`src/rtl/iqf_pkg.sv`:
```
// iqf_pkg: shared types, constants and a float helper for the iq sample converter
// no dependencies
`timescale 1ns / 1ps
package iqf_pkg;
   localparam int unsigned RING_DEPTH = 65536;
   localparam logic [16:0] INDEX_MAX = 17'h1FFFF;
   localparam int unsigned QUEUE_DEPTH = 4;

   typedef enum logic [1:0] {
      FMT_CU8  = 2'd0,
      FMT_CS8  = 2'd1,
      FMT_CS16 = 2'd2,
      FMT_BAD  = 2'd3
   } format_type;

   typedef enum logic [2:0] {
      REG_FORMAT = 3'd0,
      REG_MASK   = 3'd1,
      REG_COUNT  = 3'd2,
      REG_SRC    = 3'd3,
      REG_DST    = 3'd4,
      REG_SCALE  = 3'd5
   } reg_index_type;

   // classified work item between front and back
   typedef struct packed {
      logic        is_unsigned;
      logic        is_wide;
      logic [15:0] i_code;
      logic [15:0] q_code;
      logic [15:0] ring_slot;
      logic        window_last;
      logic        setup_error;
   } work_type;

   // exact float of a signed 16-bit integer times 2^-exp_shift
   function automatic logic [31:0] int_to_float(input logic signed [15:0] v,
                                                input logic [7:0] exp_shift);
      logic [15:0] mag;
      logic [4:0]  lead;
      logic [22:0] frac;
      logic [31:0] r;
      mag  = v[15] ? 16'(-v) : 16'(v);
      lead = 5'd0;
      for (int k = 0; k < 16; k++) begin
         if (mag[k]) lead = 5'(k);
      end
      frac = 23'(({7'd0, mag} << (5'd23 - lead)));
      if (mag == 16'd0) r = 32'd0;
      else r = {v[15], 8'(8'd127 + {3'd0, lead} - exp_shift), frac};
      return r;
   endfunction
endpackage

```
`src/rtl/iqf_front.sv`:
```
// iqf_front: config registers, sample index, checks and field pick
// depends on iqf_pkg
`timescale 1ns / 1ps
module iqf_front (
   input  logic                 clock,
   input  logic                 reset,
   input  logic                 csr_valid,
   output logic                 csr_ready,
   input  logic [2:0]           csr_index,
   input  logic [31:0]          csr_data,
   input  logic                 item_valid,
   input  logic [31:0]          source_word,
   input  logic                 window_start,
   output iqf_pkg::work_type    work,
   output logic [31:0]          scale_bits
);
   logic [1:0]  format_ff;
   logic [15:0] mask_ff;
   logic [16:0] count_ff;
   logic [31:0] src_ff, dst_ff, scale_ff;
   logic [16:0] index_ff, index_in, idx;
   logic [16:0] capacity;
   logic [32:0] src_end;
   logic        err, shift;
   logic [15:0] half;
   logic [31:0] slot_sum;

   assign csr_ready  = 1'b1;
   assign scale_bits = scale_ff;
   assign idx        = window_start ? 17'd0 : index_ff;
   assign capacity   = {1'b0, mask_ff} + 17'd1;
   assign src_end    = {1'b0, src_ff} + {16'd0, count_ff};
   assign slot_sum   = dst_ff + {15'd0, idx};

   always_comb begin
      err = 1'b0;
      if ((capacity & {1'b0, mask_ff}) != 17'd0) err = 1'b1;
      if ({15'd0, capacity} > iqf_pkg::RING_DEPTH) err = 1'b1;
      if (count_ff > capacity) err = 1'b1;
      if (src_end[32]) err = 1'b1;
      if (idx >= count_ff) err = 1'b1;
      if (format_ff == iqf_pkg::FMT_BAD) err = 1'b1;
   end

   assign shift = src_ff[0] ^ idx[0];
   assign half  = shift ? source_word[31:16] : source_word[15:0];

   always_comb begin
      work = '0;
      work.setup_error = err;
      work.is_unsigned = (format_ff == iqf_pkg::FMT_CU8);
      work.is_wide     = (format_ff == iqf_pkg::FMT_CS16);
      if (format_ff == iqf_pkg::FMT_CS16) begin
         work.i_code = source_word[15:0];
         work.q_code = source_word[31:16];
      end else begin
         work.i_code = {8'd0, half[7:0]};
         work.q_code = {8'd0, half[15:8]};
      end
      if (!err) begin
         work.ring_slot   = slot_sum[15:0] & mask_ff;
         work.window_last = (idx + 17'd1 == count_ff);
      end
   end

   assign index_in = (idx < iqf_pkg::INDEX_MAX) ? idx + 17'd1 : iqf_pkg::INDEX_MAX;

   always_ff @(posedge clock) begin
      if (reset) begin
         format_ff <= 2'd0;
         mask_ff   <= 16'hFFFF;
         count_ff  <= 17'd0;
         src_ff    <= 32'd0;
         dst_ff    <= 32'd0;
         scale_ff  <= 32'd1006665857;
         index_ff  <= 17'd0;
      end else begin
         if (csr_valid) begin
            case (csr_index)
               iqf_pkg::REG_FORMAT: format_ff <= csr_data[1:0];
               iqf_pkg::REG_MASK:   mask_ff   <= csr_data[15:0];
               iqf_pkg::REG_COUNT:  count_ff  <= csr_data[16:0];
               iqf_pkg::REG_SRC:    src_ff    <= csr_data;
               iqf_pkg::REG_DST:    dst_ff    <= csr_data;
               iqf_pkg::REG_SCALE:  scale_ff  <= csr_data;
               default: ;
            endcase
         end
         if (item_valid) index_ff <= index_in;
      end
   end

   assert property (@(posedge clock) disable iff (reset)
      item_valid && window_start |=> index_ff == 17'd1)
      else $error("index not restarted");
   assert property (@(posedge clock) disable iff (reset)
      work.setup_error |-> work.ring_slot == 16'd0 && !work.window_last)
      else $error("error item carries data");
   assert property (@(posedge clock) disable iff (reset)
      item_valid && !window_start && index_ff != iqf_pkg::INDEX_MAX
      |=> index_ff == $past(index_ff) + 17'd1)
      else $error("index did not advance");
endmodule

```
`src/rtl/iqf_queue.sv`:
```
// iqf_queue: small fifo of classified work between front and back
// depends on iqf_pkg
`timescale 1ns / 1ps
module iqf_queue (
   input  logic              clock,
   input  logic              reset,
   input  logic              push,
   input  iqf_pkg::work_type push_data,
   output logic              full,
   input  logic              pop,
   output logic              empty,
   output iqf_pkg::work_type pop_data
);
   localparam int unsigned AW = $clog2(iqf_pkg::QUEUE_DEPTH);
   iqf_pkg::work_type store_ff [iqf_pkg::QUEUE_DEPTH];
   logic [AW-1:0] wr_ff, rd_ff;
   logic [AW:0]   fill_ff;
   logic do_push, do_pop;

   assign full     = (fill_ff == (AW+1)'(iqf_pkg::QUEUE_DEPTH));
   assign empty    = (fill_ff == '0);
   assign do_push  = push && !full;
   assign do_pop   = pop && !empty;
   assign pop_data = store_ff[rd_ff];

   always_ff @(posedge clock) begin
      if (do_push) store_ff[wr_ff] <= push_data;
   end

   always_ff @(posedge clock) begin
      if (reset) begin
         wr_ff <= '0;
         rd_ff <= '0;
         fill_ff <= '0;
      end else begin
         if (do_push) wr_ff <= wr_ff + 1'b1;
         if (do_pop) rd_ff <= rd_ff + 1'b1;
         fill_ff <= fill_ff + (AW+1)'(do_push) - (AW+1)'(do_pop);
      end
   end

   assert property (@(posedge clock) disable iff (reset)
      fill_ff <= (AW+1)'(iqf_pkg::QUEUE_DEPTH))
      else $error("queue overfilled");
   assert property (@(posedge clock) disable iff (reset)
      do_push && !do_pop |=> fill_ff == $past(fill_ff) + 1'b1)
      else $error("fill count wrong");
   assert property (@(posedge clock) disable iff (reset)
      ((wr_ff - rd_ff) == fill_ff[AW-1:0]))
      else $error("pointers disagree with fill");
endmodule

```
`src/rtl/iqf_back.sv`:
```
// iqf_back: two stage float conversion of one queued beat, output register
// depends on iqf_pkg
`timescale 1ns / 1ps
module iqf_back (
   input  logic              clock,
   input  logic              reset,
   input  logic              in_valid,
   output logic              in_ready,
   input  iqf_pkg::work_type in_work,
   input  logic [31:0]       scale_bits,
   output logic              out_valid,
   input  logic              out_ready,
   output logic [15:0]       ring_slot,
   output logic [31:0]       in_phase_bits,
   output logic [31:0]       quadrature_bits,
   output logic              window_last,
   output logic              setup_error
);
   // stage a: products for cu8, exact values for signed formats
   logic        a_valid_ff;
   iqf_pkg::work_type a_work_ff;
   logic [31:0] a_i_ff, a_q_ff;
   logic        a_i_neg_ff, a_q_neg_ff;
   logic [33:0] a_i_prod_ff, a_q_prod_ff;
   logic [7:0]  a_exp_ff;
   logic        a_sign_ff, a_zero_ff, a_special_ff;
   logic [31:0] a_special_bits_ff;
   logic        o_valid_ff;
   logic [15:0] o_slot_ff;
   logic [31:0] o_i_ff, o_q_ff;
   logic        o_last_ff, o_err_ff;
   logic        adv_a, adv_o;

   logic [7:0]  s_exp;
   logic [23:0] s_man;
   logic        s_zero;
   logic [9:0]  i_diff, q_diff;
   logic [8:0]  i_mag, q_mag;
   logic [31:0] i_exact, q_exact;

   assign s_exp  = scale_bits[30:23];
   assign s_zero = (s_exp == 8'd0);
   assign s_man  = {1'b1, scale_bits[22:0]};
   // twice (code - 127.5): 2*code - 255
   assign i_diff = {1'b0, in_work.i_code[7:0], 1'b0} - 10'd255;
   assign q_diff = {1'b0, in_work.q_code[7:0], 1'b0} - 10'd255;
   assign i_mag  = i_diff[9] ? 9'(-i_diff) : i_diff[8:0];
   assign q_mag  = q_diff[9] ? 9'(-q_diff) : q_diff[8:0];

   always_comb begin
      if (in_work.is_wide) begin
         i_exact = iqf_pkg::int_to_float(in_work.i_code, 8'd15);
         q_exact = iqf_pkg::int_to_float(in_work.q_code, 8'd15);
      end else begin
         i_exact = iqf_pkg::int_to_float(16'($signed(in_work.i_code[7:0])), 8'd7);
         q_exact = iqf_pkg::int_to_float(16'($signed(in_work.q_code[7:0])), 8'd7);
      end
   end

   assign adv_o    = !o_valid_ff || out_ready;
   assign adv_a    = !a_valid_ff || adv_o;
   assign in_ready = adv_a;

   always_ff @(posedge clock) begin
      if (adv_a) begin
         a_work_ff    <= in_work;
         a_i_ff       <= i_exact;
         a_q_ff       <= q_exact;
         a_i_neg_ff   <= i_diff[9];
         a_q_neg_ff   <= q_diff[9];
         a_i_prod_ff  <= {10'd0, s_man} * {25'd0, i_mag};
         a_q_prod_ff  <= {10'd0, s_man} * {25'd0, q_mag};
         a_exp_ff     <= s_exp;
         a_sign_ff    <= scale_bits[31];
         a_zero_ff    <= s_zero;
         a_special_ff <= (s_exp == 8'hFF);
         a_special_bits_ff <= scale_bits;
      end
   end

   // normalize and round a cu8 product (value = prod * 2^(exp-127-23-1))
   function automatic logic [31:0] round_prod(input logic [33:0] prod, input logic neg,
                                              input logic sgn, input logic [7:0] e,
                                              input logic zero, input logic special,
                                              input logic [31:0] sbits);
      logic [5:0]  lead;
      logic [33:0] norm;
      logic [22:0] frac;
      logic        g, st, up;
      logic [24:0] m;
      logic signed [10:0] ex;
      logic        rs;
      logic        min_up;
      logic [31:0] r;
      rs = sgn ^ neg;
      lead = 6'd0;
      for (int k = 0; k < 34; k++) begin
         if (prod[k]) lead = 6'(k);
      end
      norm = prod << (6'd33 - lead);
      frac = norm[32:10];
      g    = norm[9];
      st   = |norm[8:0];
      up   = g && (st || frac[0]);
      m    = {2'b01, frac} + 25'(up);
      ex   = 11'($signed({3'd0, e})) - 11'sd24 + 11'($signed({5'd0, lead}));
      // just below the smallest normal: subnormal rounding may reach it
      min_up = (ex == 11'sd0) && (&norm[32:10]);
      if (m[24]) ex = ex + 11'sd1;
      if (special) begin
         if (sbits[22:0] != 23'd0) r = sbits | 32'h0040_0000;
         else r = {rs, 8'hFF, 23'd0};
      end else if (zero) r = {rs, 31'd0};
      else if (ex >= 11'sd255) r = {rs, 8'hFF, 23'd0};
      else if (min_up) r = {rs, 8'd1, 23'd0};
      else if (ex <= 11'sd0) r = {rs, 31'd0};
      else r = {rs, 8'(ex), m[24] ? m[23:1] : m[22:0]};
      return r;
   endfunction

   always_ff @(posedge clock) begin
      if (adv_o && a_valid_ff) begin
         if (a_work_ff.setup_error) begin
            o_i_ff <= 32'd0;
            o_q_ff <= 32'd0;
         end else if (a_work_ff.is_unsigned) begin
            o_i_ff <= round_prod(a_i_prod_ff, a_i_neg_ff, a_sign_ff, a_exp_ff, a_zero_ff,
                                 a_special_ff, a_special_bits_ff);
            o_q_ff <= round_prod(a_q_prod_ff, a_q_neg_ff, a_sign_ff, a_exp_ff, a_zero_ff,
                                 a_special_ff, a_special_bits_ff);
         end else begin
            o_i_ff <= a_i_ff;
            o_q_ff <= a_q_ff;
         end
         o_slot_ff <= a_work_ff.ring_slot;
         o_last_ff <= a_work_ff.window_last;
         o_err_ff  <= a_work_ff.setup_error;
      end
   end

   always_ff @(posedge clock) begin
      if (reset) begin
         a_valid_ff <= 1'b0;
         o_valid_ff <= 1'b0;
      end else begin
         if (adv_a) a_valid_ff <= in_valid;
         if (adv_o) o_valid_ff <= a_valid_ff;
      end
   end

   assign out_valid       = o_valid_ff;
   assign ring_slot       = o_slot_ff;
   assign in_phase_bits   = o_i_ff;
   assign quadrature_bits = o_q_ff;
   assign window_last     = o_last_ff;
   assign setup_error     = o_err_ff;

   assert property (@(posedge clock) disable iff (reset)
      o_valid_ff && !out_ready |=> o_valid_ff && $stable(o_i_ff))
      else $error("held result changed");
   assert property (@(posedge clock) disable iff (reset)
      a_valid_ff && !adv_o |=> a_valid_ff)
      else $error("stage a dropped beat");
   assert property (@(posedge clock) disable iff (reset)
      o_valid_ff && o_err_ff |-> o_i_ff == 32'd0 && o_q_ff == 32'd0)
      else $error("error beat has data");
endmodule

```
`src/rtl/iq_sample_to_float_convert.sv`:
```
// iq_sample_to_float_convert: top level of the iq sample to float32 converter
// depends on iqf_pkg, iqf_front, iqf_queue, iqf_back
//
// usage: push one 32-bit source word per sample on req_ while req_full is low;
// req_window_start restarts the sample index. results come out oldest first on
// rsp_ while rsp_empty is low and leave on rsp_pop. registers are to be written
// by the user on the csr_ channel (always ready) only while the block is idle;
// the block itself does not enforce it. a pushed beat passes the queue write,
// the product stage and the rounding stage into the output register.
// throughput: one beat per cycle while the receiver keeps up, set by the
// combinational front checks and the two-stage back pipeline.
// a stalled receiver holds the output register; the back stops, the 4-entry
// queue fills and req_full rises, with nothing dropped.
// reset puts the config registers to their defaults and clears the sample index and the queue.
`timescale 1ns / 1ps
module iq_sample_to_float_convert (
   input  logic        clock,
   input  logic        reset,
   input  logic        req_push,
   output logic        req_full,
   input  logic [31:0] req_source_word,
   input  logic        req_window_start,
   output logic        rsp_empty,
   input  logic        rsp_pop,
   output logic [15:0] rsp_ring_slot,
   output logic [31:0] rsp_in_phase_bits,
   output logic [31:0] rsp_quadrature_bits,
   output logic        rsp_window_last,
   output logic        rsp_setup_error,
   input  logic        csr_valid,
   output logic        csr_ready,
   input  logic [2:0]  csr_index,
   input  logic [31:0] csr_data
);
   iqf_pkg::work_type front_work, queue_work;
   logic [31:0] scale_bits;
   logic accept, q_empty, back_ready, out_valid;

   assign accept = req_push && !req_full;

   iqf_front u_front (
      .clock(clock), .reset(reset),
      .csr_valid(csr_valid), .csr_ready(csr_ready),
      .csr_index(csr_index), .csr_data(csr_data),
      .item_valid(accept), .source_word(req_source_word),
      .window_start(req_window_start),
      .work(front_work), .scale_bits(scale_bits)
   );

   iqf_queue u_queue (
      .clock(clock), .reset(reset),
      .push(accept), .push_data(front_work), .full(req_full),
      .pop(back_ready), .empty(q_empty), .pop_data(queue_work)
   );

   iqf_back u_back (
      .clock(clock), .reset(reset),
      .in_valid(!q_empty), .in_ready(back_ready), .in_work(queue_work),
      .scale_bits(scale_bits),
      .out_valid(out_valid), .out_ready(rsp_pop),
      .ring_slot(rsp_ring_slot), .in_phase_bits(rsp_in_phase_bits),
      .quadrature_bits(rsp_quadrature_bits), .window_last(rsp_window_last),
      .setup_error(rsp_setup_error)
   );

   assign rsp_empty = !out_valid;
endmodule
```
`config.mk`:
```
export PLATFORM = sky130hd
export DESIGN_NAME = iq_sample_to_float_convert
export DESIGN_NICKNAME = d
export VERILOG_FILES = /design/src/rtl/iqf_pkg.sv /design/src/rtl/iqf_front.sv /design/src/rtl/iqf_queue.sv /design/src/rtl/iqf_back.sv /design/src/rtl/iq_sample_to_float_convert.sv
export SDC_FILE = /design/constraint.sdc
export NUM_CORES = 2
export LEC_CHECK = 0
export ABC_AREA = 1
export ABC_CLOCK_PERIOD_IN_PS = 10400
export BUFFER_PORTS_ARGS = -buffer_cell sky130_fd_sc_hd__buf_2
export CORE_MARGIN = 2
export CORE_UTILIZATION = 64
export DETAILED_ROUTE_END_ITERATION = 6
export PLACE_DENSITY_LB_ADDON = 0.25
export SYNTH_ARGS = -nofsm -noshare
export SYNTH_HDL_FRONTEND = slang
export SYNTH_SLANG_ARGS = --single-unit
export TNS_END_PERCENT = 30
```
`constraint.sdc`:
```
create_clock -name clock -period 10.4 [get_ports clock]
set_clock_uncertainty 0.2 [all_clocks]
set_input_delay 2.08 -clock clock [delete_from_list [all_inputs] [get_ports clock]]
set_output_delay 2.08 -clock clock [all_outputs]
set_load 0.01 [all_outputs]
```
==> Word-level counts from Yosys, hierarchy flattened <==
Memories as Yosys holds them, arrays and structs flattened. A register that Yosys moved wholly into a read port is not among the register bits.
Index checks and enable logic that the tools add are counted.
{ "totals": {"reg_bits": 417, "ramBits": 208, "input_bits": 73, "out_inout_bits": 85, "word_cells": 324, "memories": 1} }
{ "classes": {"add_sub_neg": 37, "mul": 2, "magnitude_cmp": 8, "n_eq_ne": 10, "shifts": 6, "mux": 185, "bitwise": 5, "n_reduce_logical": 38} }
{ "mem_list": {"columns": ["name", "words", "width", "read_ports", "rd_clocked_by_memory_dff", "write_ports", "line", "rtl"], "rows": [
  ["u_queue.store_ff", 4, 52, 1, 1, 1, "iqf_queue.sv:15", "iqf_pkg::work_type store_ff [iqf_pkg::QUEUE_DEPTH];"]
]} }
{ "op_table": {"columns": ["op", "count"], "rows": [
  ["32-bit 2-to-1 mux", 13],
  ["31-bit 2-to-1 mux", 8],
  ["4-bit 2-to-1 mux", 48],
  ["5-bit 2-to-1 mux", 36],
  ["16-bit by 5-bit << shifter with 23-bit output", 4],
  ["11-bit 2-to-1 mux", 8],
  ["16-bit 2-to-1 mux", 5],
  ["3-bit 2-to-1 mux", 24],
  ["24-bit by 9-bit multiplier with 33-bit output", 2],
  ["33-bit by 6-bit << shifter with 33-bit output", 2],
  ["16-bit zero test", 4],
  ["17-bit 2-to-1 mux", 3],
  ["24-bit by 1-bit adder with 25-bit output", 2],
  ["6-bit 2-to-1 mux", 8],
  ["23-bit 2-to-1 mux", 2],
  ["23-bit AND reduction", 2],
  ["32-bit by 17-bit adder with 33-bit output", 1],
  ["7-bit by 5-bit adder with 8-bit output (first input constant)", 4],
  ["16-bit negator", 2],
  ["8-bit negator with 16-bit output", 2],
  ["2-bit 2-to-1 mux", 14],
  ["23-bit nonzero test", 1],
  ["11-bit by 2-bit adder with 11-bit output (second input constant)", 2],
  ["11-bit by 7-bit adder with 11-bit output", 2],
  ["other kinds (40)", 92]
]} }

==> Logic depth before layout (Yosys ltp) <==
{ "logic_depth": {"depth_word": 52, "depth_mapped": 62, "ltp_nobuf": 59} }

==> Hierarchy <==
Synthesis repeated with hierarchy kept, for this count alone.
{ "unflattened": {"hier_cells": 6166, "area_unflattened_um2": 49234.7} }
{ "by_module_without_submodules": {"columns": ["module", "n_inst", "cells_per_inst", "area_per_inst_um2", "seq_area_each_um2"], "rows": [
  ["iqf_back", 1, 4281, 31915.6, 7877.6],
  ["iqf_queue", 1, 570, 8740.9, 6426.2],
  ["iqf_front", 1, 1311, 8560.7, 2642.5],
  ["iq_sample_to_float_convert", 1, 4, 17.5, 0.0]
]} }

==> Worst setup path before layout <==
Ideal clock, no wire load.
{ "synth_timing": {"kind": "input-to-reg", "start": "input rsp_pop", "end": "register u_queue.fill_ff[2]", "setup_time_ps": 120, "arrival_time_ps": 8549, "required_time_ps": 10080, "slack_ps": 1531, "cell_stages": 11, "path_buffers": 0, "cell_sequence": "inv_1 > nand3_1 > nand2_1 > inv_1 > ha_1 > inv_1 > ha_1 > inv_1 > fa_1 > o21ai_0 > a21oi_1"} }
{ "synth_via": {"elab_chain_len": 4} }
{ "synth_lines": {"columns": ["element", "line", "rtl"], "rows": [
  ["start: declaration", "iq_sample_to_float_convert.sv:24", "input logic rsp_pop,"],
  ["1-bit logical OR", "iqf_back.sv:60", "assign adv_o = !o_valid_ff || out_ready;"],
  ["1-bit logical OR", "iqf_back.sv:61", "assign adv_a = !a_valid_ff || adv_o;"],
  ["named net back_ready", "iq_sample_to_float_convert.sv:37", "logic accept, q_empty, back_ready, out_valid;"],
  ["1-bit logical AND", "iqf_queue.sv:23", "assign do_pop = pop && !empty;"],
  ["named net u_queue.do_pop", "iqf_queue.sv:18", "logic do_push, do_pop;"],
  ["3-bit by 1-bit subtractor with 3-bit output", "iqf_queue.sv:38", "fill_ff <= fill_ff + (AW+1)'(do_push) - (AW+1)'(do_pop);"],
  ["end signal: assignment", "iqf_queue.sv:38", null],
  ["end: declaration", "iqf_queue.sv:17", "logic [AW:0] fill_ff;"]
]} }
The timed path passes the listed nets, and every way through them passes these cells.
A chain may end at the register's enable or synchronous reset.

==> results <==
- The post-cts gate resize count is 0.
- After detailed routing, the number of remaining DRC violations is 0.
- The via count of the first global-routing pass is 41100.
- The gate count after technology mapping is 6048.
- The remaining global-route overflow is 0.
- STA classifies the critical path endpoint as a flip-flop.
- Leaving out fill and tap cells, the most frequent cells in the layout are sky130_fd_sc_hd__nand2_1 (1181), sky130_fd_sc_hd__inv_1 (775), sky130_fd_sc_hd__nor2_1 (658).
- The number of max-slew violations in the final report is 0.
- The clock-pin transition on the worst setup and hold timing paths is 60 ps.
- The flow ran to the end, and the final reports show no timing, DRC or antenna violations.
- Yosys printed 0 warnings.
- The number of distinct library cell variants in the gate-level netlist after synthesis is 72.
- The placeable core area is 75600 um2.
- For this run, the leading register cell type out of synthesis is sky130_fd_sc_hd__edfxtp_1.
- The worst path in the final design needs a cycle of 9520 ps, including I/O delays and setup.
- The floorplan has 101 rows.
- The number of cells in the finished layout apart from fillers is 7109.
- After synthesis, the share of flip-flops with an asynchronous set or reset is 0%.
- For this configuration, the core starts out at a cell density of 64.3%.
- Routability-driven placement finished with a final weighted congestion of 1.04.
- The synthesized design devotes to its leading area cell type 29.0% of total area.
- The initial antenna violation count is 10.
- Before antenna repair, the detailed router went through 6 iterations.
- At the worst endpoint, the required time is 10580 ps.
- In this run the post-CTS setup repair buffer count came out at 0.
- In this design, the stage delay of the slowest critical-path cell is 740 ps.
- The total of flip-flops plus latches after synthesis is 612.
- The slowest stage cell on the critical path is sky130_fd_sc_hd__dfxtp_4.
- In the finished design, the share of the clock period the worst path needs comes to 91.5%.
- The net count of the finished layout is 6692.
- Of all nets on the critical path, the largest fanout is 60.
- The total negative slack for setup checks is 0 ps.
- The worst setup path is launched from a flip-flop.
- The clock passes through at most 3 buffers.
- The largest net degree at the start of global routing is 163.
- In this run the horizontal extent of the chip is 280 um.
- The total detailed-routing wirelength is 148000 um.
- At the worst endpoint, the arrival time is 9700 ps.
- Fill cells in the final layout number 6142.
- The source-to-sink clock delay at the later pin of the worst-skew pair is 640 ps.
- The first global-routing pass estimated 229000 um of wire.
- Setup repair after global routing left no endpoint under its margin.
- From synthesis to final layout, the design area changed by 7.16%.
- The start-to-end type of the worst setup path is reg -> reg.
- The placed wire-length estimate is 112000 um.
- After synthesis, the mean cell area works out to 8.04 um2.
- The cell taking the most area after synthesis is sky130_fd_sc_hd__edfxtp_1.
- The overall via count from detail_route is 43100.
- The worst-case headroom to the max-slew limit is 25.4%.
- The global router's overall resource usage is 37.8%.
- The final-report setup violation count is 0.
- The number of nets with antenna violations after detailed routing is 0.
- The number of synthesized flops with an enable pin is 469.
- The die covers 78200 um2.
- The end point of the most critical hold path is u_back.ring_slot[12].
- In the final routed layout, each cell accounts on average for 20.9 um.
- The via density per instance is 6.06.
- Across all register-to-register paths, the minimum setup slack is 880 ps.
- The reg-to-reg critical path endpoint is u_back.a_i_prod_ff[32].
- The class of the most critical hold timing path is reg -> reg.
- The number of port buffers is 156.
- The level count of the clock H-tree is 3.
- The worst register-to-register path has a depth of 39.
- The library cell used most frequently in the layout, excluding fill and tap cells, is sky130_fd_sc_hd__nand2_1.
- Yosys attributes the largest share of cell area to sky130_fd_sc_hd__edfxtp_1 (29%), sky130_fd_sc_hd__fa_1 (11%), sky130_fd_sc_hd__nand2_1 (9.1%), sky130_fd_sc_hd__ha_1 (7.0%), sky130_fd_sc_hd__nand3_1 (6.4%).
- TritonCTS created 66 clock buffers.
- The origin of the worst min-delay path is u_back.a_work_ff[14].
- Max-cap violations in this run came to 0.
- From bottom edge to top edge, the die measures 280 um.
- CTS saw 612 sinks.
- The total cell area at the placement stage is 50000 um2.
- The worst slack on hold paths is 222 ps.
- After clock tree synthesis, the flow added hold-fix buffers numbering 0.
- The timing-limited maximum frequency is 105 MHz.
- The count of routing violations after the opening detailed-route iteration is 4560.
- The number of placed cells counting well taps is 6990.
- The TritonCTS clock tree is built.
- The final design area excluding fillers is 52100 um2.
- The cell area after synthesis is 48600 um2.
- The number of primary I/O pins is 158.
- The fraction of final layout cells sized beyond drive strength 1 is 7.39%.
- The transition at the pin with the smallest max-transition slack is 1120 ps.
- The number of hold violations in the final report was 0.
- The tree is rooted in a sky130_fd_sc_hd__clkbuf_16.
- Of the synthesized area, sequential elements account for 34.9%.
- The cell depth of the worst min-delay path is 0.
[worst max path at each step]
stage | start | endpoint
after CTS | flip-flop | u_back.a_i_prod_ff[32]
after global placement | flip-flop | u_back.a_i_prod_ff[32]
after floorplan | rsp_pop | u_queue.fill_ff[2]
final | flip-flop | u_back.a_i_prod_ff[32]
after detailed placement | flip-flop | u_back.a_i_prod_ff[32]
after global routing | flip-flop | u_back.a_i_prod_ff[32]
[area by class of cell]
cell class	instances	area (um2)	share of cell area [%]
multi-input cells	4373	27500	52.9
well taps	978	1220	2.35
clock buffers	83	1750	3.35
inverters	818	3070	5.90
repair buffers	209	1190	2.29
diodes	3	7.51	0.0144
clock inverters	33	353	0.677
flip-flops and latches	612	17000	32.5
[critical path, delay by kind of cell, from the launching register on]
kind / cells / cell delay (ps)
buffers and inverters: 5 / 1510
adders and majority gates: 5 / 2350
AOI/OAI and AO/OA: 16 / 2960
and+or+nand+nor: 12 / 1340
DFF: 1 / 740
xor gates and xnor gates: 1 / 120
[synth_stat cells (10+ instances only)]
cell,count
sky130_fd_sc_hd__nand2_1,1181
sky130_fd_sc_hd__inv_1,778
sky130_fd_sc_hd__nor2_1,663
sky130_fd_sc_hd__nand3_1,617
sky130_fd_sc_hd__edfxtp_1,469
sky130_fd_sc_hd__o21ai_0,387
sky130_fd_sc_hd__a21oi_1,310
sky130_fd_sc_hd__ha_1,271
sky130_fd_sc_hd__fa_1,268
sky130_fd_sc_hd__clkbuf_1,183
sky130_fd_sc_hd__dfxtp_1,143
sky130_fd_sc_hd__xor2_1,115
sky130_fd_sc_hd__nand4_1,68
sky130_fd_sc_hd__o22ai_1,46
sky130_fd_sc_hd__nor3_1,41
sky130_fd_sc_hd__xnor2_1,39
sky130_fd_sc_hd__buf_2,33
sky130_fd_sc_hd__nor4_1,32
sky130_fd_sc_hd__o211ai_1,31
sky130_fd_sc_hd__nand2_2,30
sky130_fd_sc_hd__inv_2,29
sky130_fd_sc_hd__o2111ai_1,19
sky130_fd_sc_hd__buf_1,17
sky130_fd_sc_hd__o21ai_1,17
sky130_fd_sc_hd__o221ai_1,16
sky130_fd_sc_hd__a32oi_1,15
sky130_fd_sc_hd__nor2_4,15
sky130_fd_sc_hd__buf_6,14
sky130_fd_sc_hd__nand3_2,13
sky130_fd_sc_hd__a211oi_1,12
sky130_fd_sc_hd__a32o_1,12
sky130_fd_sc_hd__clkinv_1,11
sky130_fd_sc_hd__buf_4,10
sky130_fd_sc_hd__mux2i_1,10
sky130_fd_sc_hd__nor2_2,10
[logic make-up after synthesis]
group                    share of synthesized area (%)
multiplexers                                     0.206
AO/OA/AOI/OAI                                     11.0
buffers and inverters                             8.73
XOR/XNOR                                          2.81
flip-flops                                        34.9
other                                           0.0155
AND/OR/NAND/NOR                                   24.3
adder cells (fa/ha/maj)                           18.0
[per-layer routing]
metal | global-route usage [%] | vias to the layer above | wire length [um]
met1 | 47.7 | 20400 | 57400
met2 | 61.7 | 2109 | 68900
met5 | 0 | - | 95
met4 | 22.1 | 14 | 9510
li1 | - | 20100 | -
met3 | 6.37 | 458 | 12400
[per-stage QoR]
step	setup slack (ps)	util, %
2_1_floorplan	1530	-
3_3_place_gp	1360	66.1
3_5_place_dp	1110	66.1
4_1_cts	1060	68.9
5_1_grt	144	68.9
6_report	882	68.9
[sequential cells by signal, summed over array words and instances (netlist names), 16 cells and up, named ones only]
name                      cells
u_front.scale_bits           32
u_front.src_ff               32
u_back.ring_slot             16
u_back.a_q_ff                30
u_front.index_ff             17
u_front.count_ff             17
u_front.dst_ff               16
u_back.a_q_prod_ff           32
u_front.mask_ff              16
u_back.in_phase_bits         32
u_back.a_special_bits_ff     32
u_back.quadrature_bits       32
u_back.a_work_ff             19
u_queue.store_ff            208
u_back.a_i_ff                30
u_back.a_i_prod_ff           32
Power is left out: the tool's default activity adds up to more than one toggle a clock period on the data nets, which glitch-free logic cannot reach.
